===== config.mk =====
export PLATFORM = sky130hd
export DESIGN_NAME = button_press_classifier
export DESIGN_NICKNAME = d
export VERILOG_FILES = /design/src/rtl/bpc_pkg.sv /design/src/rtl/bpc_ram.sv /design/src/rtl/button_press_classifier.sv
export VERILOG_INCLUDE_DIRS = /design/src /design/src/rtl
export SDC_FILE = /design/constraint.sdc
export NUM_CORES = 1
export LEC_CHECK = 0
export ABC_AREA = 1
export CORE_MARGIN = 3
export CORE_UTILIZATION = 48
export CTS_BUF_LIST = sky130_fd_sc_hd__clkbuf_4 sky130_fd_sc_hd__clkbuf_8 sky130_fd_sc_hd__clkbuf_16
export DETAILED_ROUTE_END_ITERATION = 7
export DONT_BUFFER_PORTS = 1
export SETUP_SLACK_MARGIN = 0.15
export SYNTH_ARGS = -nofsm -noshare
export SYNTH_HDL_FRONTEND = slang
export SYNTH_SLANG_ARGS = --single-unit

===== constraint.sdc =====
create_clock -name clk -period 15.6 [get_ports clk]
set_input_delay 3.12 -clock clk [delete_from_list [all_inputs] [get_ports clk]]
set_output_delay 3.12 -clock clk [all_outputs]
set_load 0.005 [all_outputs]

===== src/rtl/button_press_classifier_assert.svh =====
// Assertion macros shared by the button press classifier RTL.
// Depends on nothing; included by the files that carry assertions.
`ifndef BUTTON_PRESS_CLASSIFIER_ASSERT_SVH
`define BUTTON_PRESS_CLASSIFIER_ASSERT_SVH

// Same-cycle implication, checked outside reset.
`define BPC_ASSERT_IMP(label, clk, rst_n, ante, cons, msg) \
    label: assert property (@(posedge clk) disable iff (!rst_n) (ante) |-> (cons)) \
        else $error(msg);

// Next-cycle implication, checked outside reset.
`define BPC_ASSERT_NXT(label, clk, rst_n, ante, cons, msg) \
    label: assert property (@(posedge clk) disable iff (!rst_n) (ante) |=> (cons)) \
        else $error(msg);

`endif


===== src/rtl/bpc_pkg.sv =====
// Package for the button press classifier: sizes, query codes, per-button entry.
// No dependencies; used by button_press_classifier and its testbench.
`default_nettype none

package bpc_pkg;

    localparam int NUM_BUTTONS = 8;
    localparam int ADDR_W      = (NUM_BUTTONS > 1) ? $clog2(NUM_BUTTONS) : 1;
    localparam int BIDX_W      = 3;
    localparam int TIME_W      = 32;
    localparam int THR_W       = 16;

    localparam logic [THR_W-1:0] THR_RESET = 16'd500;

    typedef enum logic [1:0] {
        ACT_SHORT = 2'd0,
        ACT_EDGE  = 2'd1,
        ACT_HELD  = 2'd2
    } action_t;

    typedef struct packed {
        logic              pressed;
        logic [TIME_W-1:0] press_start;
        logic              held;
        logic [TIME_W-1:0] hold_start;
    } entry_t;

    localparam int ENTRY_W = $bits(entry_t);

endpackage

`default_nettype wire


===== src/rtl/bpc_ram.sv =====
// Generic single-write, single-read RAM with registered read data.
// No dependencies.
`default_nettype none

module bpc_ram #(
    parameter int WIDTH = 8,
    parameter int DEPTH = 8
) (
    input  wire logic                                   clk,
    input  wire logic                                   we,
    input  wire logic [((DEPTH > 1) ? $clog2(DEPTH) : 1)-1:0] waddr,
    input  wire logic [WIDTH-1:0]                       wdata,
    input  wire logic                                   re,
    input  wire logic [((DEPTH > 1) ? $clog2(DEPTH) : 1)-1:0] raddr,
    output logic      [WIDTH-1:0]                       rdata
);

    logic [WIDTH-1:0] mem [DEPTH];

    always_ff @(posedge clk)
    begin
        if (we)
        begin
            mem[waddr] <= wdata;
        end
        if (re)
        begin
            rdata <= mem[raddr];
        end
    end

endmodule

`default_nettype wire


===== src/rtl/button_press_classifier.sv =====
// Button press classifier top level: per-button state in a RAM, read-modify-write.
// Depends on bpc_pkg, bpc_ram and button_press_classifier_assert.svh.
//
// Usage:
//   Input stream s_axis: one transfer is one query on one active-low button.
//     tuser selects the query (short press on release, press edge, held),
//     tdata carries the button index, the raw pin level and the millisecond time.
//   Output stream m_axis: exactly one transfer per input transfer, in order,
//     tdata bit 0 is the event flag.
//   Configuration: cfg_we writes cfg_wdata into the hold threshold (ms) at the
//     clock edge; write only while no query is in flight.
//   Pipeline: the query is registered into the update stage as its RAM entry is read,
//     and the update stage then loads the result register.
//     Throughput: one query per cycle while the output is not stalled, with a single
//     update stage; a write-back forwarding register covers same-button queries.
//   Reset: the threshold returns to 500 ms and every button reads as all zero
//     (per-entry valid bits, no clearing pass); queries are taken at once.
//   Stall: the result register holds while m_axis_tready is low; one more query
//     waits in the update stage, then s_axis_tready drops until the output drains.
`default_nettype none

`include "button_press_classifier_assert.svh"

module button_press_classifier (
    input  wire logic        clk,
    input  wire logic        rst_n,
    input  wire logic        cfg_we,
    input  wire logic [15:0] cfg_wdata,
    input  wire logic        s_axis_tvalid,
    output logic             s_axis_tready,
    input  wire logic [39:0] s_axis_tdata,  // [2:0] button_index, [3] pin_level,
                                            // [35:4] now_ms, [39:36] zero
    input  wire logic [1:0]  s_axis_tuser,  // [1:0] action
    output logic             m_axis_tvalid,
    input  wire logic        m_axis_tready,
    output logic [7:0]       m_axis_tdata   // [0] event_res, [7:1] zero
);

    localparam int AW   = bpc_pkg::ADDR_W;
    localparam int BW   = bpc_pkg::BIDX_W;
    localparam int TW   = bpc_pkg::TIME_W;
    localparam int NB_W = bpc_pkg::NUM_BUTTONS;

    // Configuration
    logic [bpc_pkg::THR_W-1:0] thr_reg;

    // Input field split
    logic [BW-1:0] in_idx;
    logic          in_pin;
    logic [TW-1:0] in_now;
    logic [AW-1:0] in_addr;
    logic [BW+AW-1:0] in_idx_ext;
    logic          in_xfer;

    // Update stage
    logic                s1_valid_reg;
    bpc_pkg::action_t    s1_action_reg;
    logic [BW-1:0]       s1_idx_reg;
    logic                s1_pin_reg;
    logic [TW-1:0]       s1_now_reg;
    logic [AW-1:0]       s1_addr;
    logic [BW+AW-1:0]    s1_idx_ext;
    logic                s1_in_range;
    logic                s1_adv;

    // Storage and forwarding
    logic [NB_W-1:0]     entry_valid_reg;
    logic                fwd_valid_reg;
    logic [AW-1:0]       fwd_addr_reg;
    bpc_pkg::entry_t     fwd_data_reg;
    logic [bpc_pkg::ENTRY_W-1:0] ram_rdata;
    bpc_pkg::entry_t     cur;
    bpc_pkg::entry_t     upd;
    logic                ram_we;
    logic                hit;
    logic                down;
    logic [TW-1:0]       hs_eff;
    logic [TW-1:0]       press_diff;
    logic [TW-1:0]       hold_diff;
    logic [TW-1:0]       thr_ext;

    // Result register
    logic                out_valid_reg;
    logic                out_event_reg;

    assign in_idx     = s_axis_tdata[2:0];
    assign in_pin     = s_axis_tdata[3];
    assign in_now     = s_axis_tdata[35:4];
    assign in_idx_ext = {{AW{1'b0}}, in_idx};
    assign in_addr    = in_idx_ext[AW-1:0];
    assign in_xfer    = s_axis_tvalid && s_axis_tready;

    // Advance the update stage when the result register is free or draining.
    assign s1_adv        = s1_valid_reg && (!out_valid_reg || m_axis_tready);
    assign s_axis_tready = !s1_valid_reg || s1_adv;

    always_ff @(posedge clk or negedge rst_n)
    begin
        if (!rst_n)
        begin
            thr_reg <= bpc_pkg::THR_RESET;
        end
        else if (cfg_we)
        begin
            thr_reg <= cfg_wdata;
        end
    end

    // Read the entry as the query is taken; data shows up in the update stage.
    bpc_ram #(
        .WIDTH (bpc_pkg::ENTRY_W),
        .DEPTH (bpc_pkg::NUM_BUTTONS)
    ) u_state_ram (
        .clk   (clk),
        .we    (ram_we),
        .waddr (s1_addr),
        .wdata (upd),
        .re    (in_xfer),
        .raddr (in_addr),
        .rdata (ram_rdata)
    );

    always_ff @(posedge clk or negedge rst_n)
    begin
        if (!rst_n)
        begin
            s1_valid_reg <= 1'b0;
        end
        else if (s_axis_tready)
        begin
            s1_valid_reg <= s_axis_tvalid;
        end
    end

    always_ff @(posedge clk)
    begin
        if (in_xfer)
        begin
            s1_action_reg <= bpc_pkg::action_t'(s_axis_tuser);
            s1_idx_reg    <= in_idx;
            s1_pin_reg    <= in_pin;
            s1_now_reg    <= in_now;
        end
    end

    assign s1_idx_ext  = {{AW{1'b0}}, s1_idx_reg};
    assign s1_addr     = s1_idx_ext[AW-1:0];
    assign s1_in_range = (int'(s1_idx_reg) < bpc_pkg::NUM_BUTTONS);

    // Pick the newest copy of the entry: last write-back, else RAM, else reset value.
    always_comb
    begin
        if (fwd_valid_reg && (fwd_addr_reg == s1_addr))
        begin
            cur = fwd_data_reg;
        end
        else if (s1_in_range && entry_valid_reg[s1_addr])
        begin
            cur = bpc_pkg::entry_t'(ram_rdata);
        end
        else
        begin
            cur = '0;
        end
    end

    assign down       = !s1_pin_reg;
    assign thr_ext    = {{(TW - bpc_pkg::THR_W){1'b0}}, thr_reg};
    assign press_diff = s1_now_reg - cur.press_start;
    assign hs_eff     = (cur.hold_start == '0) ? s1_now_reg : cur.hold_start;
    assign hold_diff  = s1_now_reg - hs_eff;

    // Classify and build the written-back entry.
    always_comb
    begin
        upd    = cur;
        hit    = 1'b0;
        ram_we = 1'b0;
        if (s1_adv && s1_in_range)
        begin
            case (s1_action_reg)
                bpc_pkg::ACT_SHORT:
                begin
                    ram_we = 1'b1;
                    if (down)
                    begin
                        upd.pressed = 1'b1;
                        if (cur.press_start == '0)
                        begin
                            upd.press_start = s1_now_reg;
                        end
                    end
                    else
                    begin
                        hit             = (press_diff < thr_ext) && cur.pressed;
                        upd.pressed     = 1'b0;
                        upd.press_start = '0;
                    end
                end
                bpc_pkg::ACT_EDGE:
                begin
                    ram_we      = 1'b1;
                    upd.pressed = down;
                    hit         = down && !cur.pressed;
                end
                bpc_pkg::ACT_HELD:
                begin
                    ram_we = 1'b1;
                    if (down)
                    begin
                        if ((hold_diff > thr_ext) && !cur.held)
                        begin
                            upd.hold_start = '0;
                            upd.held       = 1'b1;
                            hit            = 1'b1;
                        end
                        else
                        begin
                            upd.hold_start = hs_eff;
                        end
                    end
                    else
                    begin
                        upd.hold_start = '0;
                        upd.held       = 1'b0;
                    end
                end
                default:
                begin
                    ram_we = 1'b0;
                end
            endcase
        end
    end

    // Mark written entries and hold the last write-back for the next query.
    always_ff @(posedge clk or negedge rst_n)
    begin
        if (!rst_n)
        begin
            entry_valid_reg <= '0;
            fwd_valid_reg   <= 1'b0;
        end
        else if (ram_we)
        begin
            entry_valid_reg[s1_addr] <= 1'b1;
            fwd_valid_reg            <= 1'b1;
        end
    end

    always_ff @(posedge clk)
    begin
        if (ram_we)
        begin
            fwd_addr_reg <= s1_addr;
            fwd_data_reg <= upd;
        end
    end

    // Result register: load on advance, drop after the output transfer.
    always_ff @(posedge clk or negedge rst_n)
    begin
        if (!rst_n)
        begin
            out_valid_reg <= 1'b0;
        end
        else if (s1_adv)
        begin
            out_valid_reg <= 1'b1;
        end
        else if (m_axis_tready)
        begin
            out_valid_reg <= 1'b0;
        end
    end

    always_ff @(posedge clk)
    begin
        if (s1_adv)
        begin
            out_event_reg <= hit;
        end
    end

    assign m_axis_tvalid = out_valid_reg;
    assign m_axis_tdata  = {7'd0, out_event_reg};

    `BPC_ASSERT_NXT(a_adv_loads_out, clk, rst_n, s1_adv, m_axis_tvalid,
        "advanced query left no result")
    `BPC_ASSERT_IMP(a_ready_only_blocked, clk, rst_n, !s_axis_tready,
        s1_valid_reg && out_valid_reg && !m_axis_tready,
        "input stalled without a blocked result")
    `BPC_ASSERT_IMP(a_we_needs_adv, clk, rst_n, ram_we, s1_adv && s1_in_range,
        "state written without an advancing query")
    `BPC_ASSERT_NXT(a_fwd_tracks_write, clk, rst_n, ram_we,
        fwd_valid_reg && (fwd_addr_reg == $past(s1_addr)) && entry_valid_reg[$past(s1_addr)],
        "write-back not captured for forwarding")
    `BPC_ASSERT_IMP(a_edge_sets_pressed, clk, rst_n,
        hit && (s1_action_reg == bpc_pkg::ACT_EDGE), upd.pressed && ram_we,
        "press edge reported without setting the pressed flag")

endmodule

`default_nettype wire


## Yosys cells after proc, flatten, opt, wreduce, memory -nomap -nowiden

Memory sizes are Yosys's and may differ from the RTL's. A register that Yosys moved wholly into a read port is not among the register bits.
Cells that the tools add are included.

| storage, ports and cells | value |
|---|---|
| register bits | 135 |
| memory bits (writable) | 528 |
| output and inout bits | 10 |
| word-level logic and storage cells | 71 |
| memories | 1 |

Memory list:

| memory | words | bits a word | rd ports | clocked after memory_dff | write ports | RTL line | source |
|---|---|---|---|---|---|---|---|
| u_state_ram.mem | 8 | 66 | 1 | 1 | 1 | bpc_ram.sv:18 | `logic [WIDTH-1:0] mem [DEPTH];` |

| operators by class | value |
|---|---|
| $add $sub $neg | 2 |
| magnitude comparators | 4 |
| eq/ne operators | 3 |
| mux-type cells | 26 |
| bitwise operators | 1 |
| reductions and logical operators | 19 |

Operators with widths:

| operator | count |
|---|---|
| $mux 66 | 3 |
| $mux 32 | 4 |
| $mux 33 | 3 |
| $logic_not 32->1 | 2 |
| $sub 32x32->32 | 2 |
| $gt 32x16->1 | 1 |
| $lt 32x16->1 | 1 |
| $mux 1 | 12 |
| $or 8x8->8 | 1 |
| $logic_and 1x1->1 | 7 |
| $logic_not 1->1 | 5 |
| $lt 3x4->1 const B | 1 |
| $bmux 1 s3 | 1 |
| $demux 1 s3 | 1 |
| $eq 3x3->1 | 1 |
| $ge 3x1->1 const B | 1 |
| $pmux 1 s3 | 1 |
| $reduce_or 3->1 | 1 |
| $eq 2x1->1 const B | 1 |
| $eq 2x2->1 const B | 1 |
| $logic_not 2->1 | 1 |
| $logic_or 1x1->1 | 2 |
| $pmux 1 s2 | 1 |
| $reduce_bool 2->1 | 1 |

## Depth between registers and ports, before layout

| logic depth | value |
|---|---|
| word-level depth | 13 |
| gate-level depth with buffers | 46 |

## Hierarchy

Synthesis repeated with hierarchy kept, for this count alone.

| second synthesis, totals | value |
|---|---|
| cell total of the unflattened synthesis | 4044 |
| area, all modules | 36735.2 µm² |

Modules (own cells, without submodules):

| module | instances | cells each | area each (µm²) | seq. area each (µm²) |
|---|---|---|---|---|
| bpc_ram | 1 | 2365 | 24923.9 | 17837.1 |
| button_press_classifier | 1 | 1679 | 11811.3 | 3926.3 |

## Worst setup path after synthesis

OpenSTA, ideal clock, no wires.

| timing | value |
|---|---|
| path type | input port to flip-flop |
| from | input port m_axis_tready |
| to | register entry_valid_reg[1] |
| setup time | 0.104 ns |
| arrival time | 14.979 ns |
| required time | 15.496 ns |
| setup slack | 0.517 ns |
| stages | 7 |
| path buffers | 0 |
| cell sequence | inv_1 -> nand2_1 -> nand2_1 -> a21oi_1 -> clkinv_1 -> nor4_1 -> or2_2 |

| between the ends | value |
|---|---|
| cells in the longest elaborated chain, start to end | 3 |

RTL lines:

| element | RTL line | source |
|---|---|---|
| start: declaration | button_press_classifier.sv:35 | `input wire logic m_axis_tready,` |
| $logic_or 1x1->1 | button_press_classifier.sv:94 | `assign s1_adv = s1_valid_reg && (!out_valid_reg \|\| m_axis_tready);` |
| $logic_and 1x1->1 | button_press_classifier.sv:94 |  |
| $mux 1 | button_press_classifier.sv:179 | `if (s1_adv && s1_in_range)` |
| via ram_we | button_press_classifier.sv:74 | `logic ram_we;` |
| end signal: assignment | button_press_classifier.sv:241 | `entry_valid_reg <= '0;` |
| end signal: indexed assignment | button_press_classifier.sv:246 | `entry_valid_reg[s1_addr] <= 1'b1;` |
| end: declaration | button_press_classifier.sv:67 | `logic [NB_W-1:0] entry_valid_reg;` |

The timed path passes the listed nets, and every way through them passes these cells.
A chain may end at the register's enable or synchronous reset.

## Worst setup path in the final report

| timing | value |
|---|---|
| from | register s1_idx_reg[0] (netlist: s1_addr[0]) |
| to | memory u_state_ram.mem[3][5] in the netlist's numbering, data pin |

| between the ends | value |
|---|---|
| cells in the longest elaborated chain, start to end | 13 |
| elaborated cells on any way between the ends | 16 |
| classes of those cells | add/sub (1); order compare (1); eq/ne (1); mux (9); reduce/logical (4) |

RTL lines:

| element | RTL line | source |
|---|---|---|
| start: declaration | button_press_classifier.sv:58 | `logic [BW-1:0] s1_idx_reg;` |
| start signal: assignment | button_press_classifier.sv:140 | `s1_idx_reg <= in_idx;` |
| $bmux 1 s3 | button_press_classifier.sv:157 | `else if (s1_in_range && entry_valid_reg[s1_addr])` |
| $mux 1 (implied by the code) | button_press_classifier.sv:157 |  |
| $mux 66 | button_press_classifier.sv:157 |  |
| $mux 66 (*) | button_press_classifier.sv:153 | `if (fwd_valid_reg && (fwd_addr_reg == s1_addr))` |
| $logic_not 32->1 | button_press_classifier.sv:170 | `assign hs_eff = (cur.hold_start == '0) ? s1_now_reg : cur.hold_start;` |
| $mux 32 | button_press_classifier.sv:170 |  |
| $sub 32x32->32 | button_press_classifier.sv:171 | `assign hold_diff = s1_now_reg - hs_eff;` |
| $gt 32x16->1 | button_press_classifier.sv:211 | `if ((hold_diff > thr_ext) && !cur.held)` |
| $logic_and 1x1->1 | button_press_classifier.sv:211 |  |
| $mux 32 | button_press_classifier.sv:211 |  |
| $mux 33 | button_press_classifier.sv:209 | `if (down)` |
| $mux 33 | button_press_classifier.sv:181 | `case (s1_action_reg)` |
| $mux 66 (*) | button_press_classifier.sv:179 |  |
| via u_state_ram.wdata[5] | bpc_ram.sv:12 | `input wire logic [WIDTH-1:0] wdata,` |
| end: declaration | bpc_ram.sv:18 |  |

Mark *: on every way through the listed nets, which the timed path passes. The rest lies on a longest branch. The select of a mux whose other input is x is not followed.

==> results.ini <==
[outcome]
status=complete, no violations

[setup_path]
path_class=reg -> reg
cp_num_cells=38
slowest_stage=edfxtp_1
worstSetupStartpointType=flip-flop
required_ns=15.85
reg2reg_slack_ns=6.18
slowest_delay_ns=0.65
ff2ff_path_depth=38
worst_path_dominant_cell_family=simple AND/OR/NAND/NOR gates
timing.critical_path.buf_inv=3
crit_fanout=63
end_kind=flip-flop
cpMostUsedCell=nand2_1
critPathArrivalTime_ns=9.67

[placed_design]
place_ws_ns=6.403
numPortBuffers=0
dp_cells=4067
gp_congestion=0.9900
dpl.hpwl_mm=59.91

[logic_synthesis]
ys_seq_area_share_pct=63.92
synth.top_cells.by_area=edfxtp_1, nor2_1, o21ai_0, nand2_1, ha_1
synth.cell_area_sq_mm=0.03405
yosysWarningCount=0
synth_top_area_share_pct=61.92
synth_async_sr_flop_share_pct=3.704
avgSynthCellArea_sq_um=10.49
synth_area_leader_cell=edfxtp_1
netlist_instances=3245
synth_flop_cell=edfxtp_1
synth.most_common_cell=edfxtp_1
ys_seq_elements=729
synth-edff-count=702
synthTopCellsByCount=edfxtp_1, nor2_1, nand2_1
synth_cell_types=50

[clock_network]
clk_latency_ns=0.64
ctsHoldBuffers=0
h-tree-depth=3
cts.sinks=729
clockRootBuffer=clkbuf_16
ctsResizeCount=0
clk_path_buf_depth=3
postCtsSetupBuffers=0
cts_tree=yes
cts_buffers=79
path_clk_slew_ns=0.06

[final_layout]
fin_nets=3366
drive_gt1_share_pct=6.546
area_growth_pct=10.20
finish.utilization_pct=53.48
antennaDiodeCount=0
largest_register_ffs=528
finalNonFillerCells=4209
num-fill-cells=6128

[drt]
drt_wl_total_mm=98.24
drcViolationCount=0
drtIter0Drc=2539
num_vias=24473
wl_per_cell_um=23.34
route.antenna.remaining_nets=0
dr.pass1.iters=5
viasPerCell=5.814

[die]
start_util_pct=48.53
die_w_um=272.3
rows=97
coreArea_sq_mm=0.07015
die_y_um=272.3
dieArea_sq_mm=0.07416
ios=73

[timing]
maxSlewHeadroom_pct=17.26
fin_crit_sh_pct=60.39
worst_pin_slew_ns=1.228
finClkSkew_ns=0.02121
fin_hold_ws_ns=0.4591
fin_ws_ns=6.180
rsz0062_at_grt=no
drv_slew=0
setup_tns_ns=0
hold_viol_final=0
finalSetupViolations=0
period_needed_ns=9.420
max_freq_mhz=106.2

[global_route]
overflow=0
grt_start_max_net_pins=267
grt_pass1_vias=23251
antenna_found_initial=0
grt_pass1_wl_mm=145.4
grt_use_total_pct=26.21

[power_and_ir_drop]
leakage_nw=13.75
pwr_density_cell_mw_per_mm2=141.8
peakVddDrop_uv=78.84

[worst_hold_path]
hold_depth=2
min_path_type=reg -> reg

[flow_run]
maxCapViolCount=0

[path summary, 6_finish.rpt]
path | from | to
min in group asynchronous | rst_n | thr_reg[12]
worst min register to register | fwd_valid_reg | fwd_valid_reg
worst max register to register | s1_addr[0] | u_state_ram.mem[3][5]
worst max-delay path | s1_addr[0] | u_state_ram.mem[3][5]
worst min-delay path | fwd_valid_reg | fwd_valid_reg
max in group asynchronous | rst_n | thr_reg[6]
[through the flow]
stage	instance area, sq um	power [mW]
after global routing	37520	5.556
after CTS	37520	5.334
final	37520	5.320
after global placement	34880	3.433
after floorplan	34070	3.130
after detailed placement	34880	3.458
[cell usage in the layout, fill, tap and decap left out, types with 7 or more instances in the layout]
| cell | count |
|---|---|
| nand2_1 | 417 |
| clkbuf_4 | 16 |
| o21ai_0 | 370 |
| buf_4 | 34 |
| conb_1 | 7 |
| nor3_1 | 46 |
| xnor2_1 | 7 |
| a31oi_1 | 70 |
| dfrtp_1 | 21 |
| ha_1 | 93 |
| a21boi_0 | 34 |
| o21a_1 | 7 |
| inv_1 | 226 |
| or2_2 | 10 |
| edfxtp_1 | 702 |
| nand4_1 | 36 |
| nor2_1 | 647 |
| a31o_2 | 7 |
| a21oi_1 | 107 |
| clkinv_2 | 10 |
| o22ai_1 | 98 |
| nor4_2 | 7 |
| clkbuf_16 | 79 |
| xor2_1 | 28 |
| nand3_1 | 73 |
| bufinv_16 | 8 |
| o21ai_1 | 13 |
| clkinv_1 | 17 |
[where the power goes]
group	leakage, nW	internal [mW]	total, mW	switching, mW
combinational	5.61	0.300	1.04	0.741
clock	1.30	1.11	1.88	0.774
sequential	6.84	2.34	2.40	0.0512
total	13.7	3.75	5.32	1.57
[kinds of logic after synthesis]
family	Yosys count	share of synthesized area, %
muxes	1	0.03307
adders and majority gates	95	3.535
AOI/OAI and AO/OA	734	12.01
xor gates and xnor gates	35	0.9004
DFF	729	63.92
other	1	0.01101
and+or+nand+nor	1257	14.91
buffers and inverters	393	4.675
[metal layers]
metal,vias up,part of all wire (%),GRT usage [%]
met5,-,0,0
met3,163,7.2,4.158
met1,12073,46,38.48
li1,11337,-,-
met2,900,44,40.07
met4,0,3.1,8.515
[worst min-delay path, delay by kind of cell (launching register included)]
kind                   cells  cell delay [ns]
AND/OR/NAND/NOR            1             0.05
buffers and inverters      1             0.05
flip-flops                 1             0.33
[final cells by class]
type	count	area [sq um]	share of cell area, %
clock buffer	96	2111	5.626
inverter	235	897.1	2.391
clock inverter	46	524.3	1.397
timing repair buffer	34	255.2	0.6803
multi-input combinational	2129	10790	28.76
tap	940	1176	3.135
sequential	729	21760	58.01
Note: power is estimated with default switching activity, not from simulation.
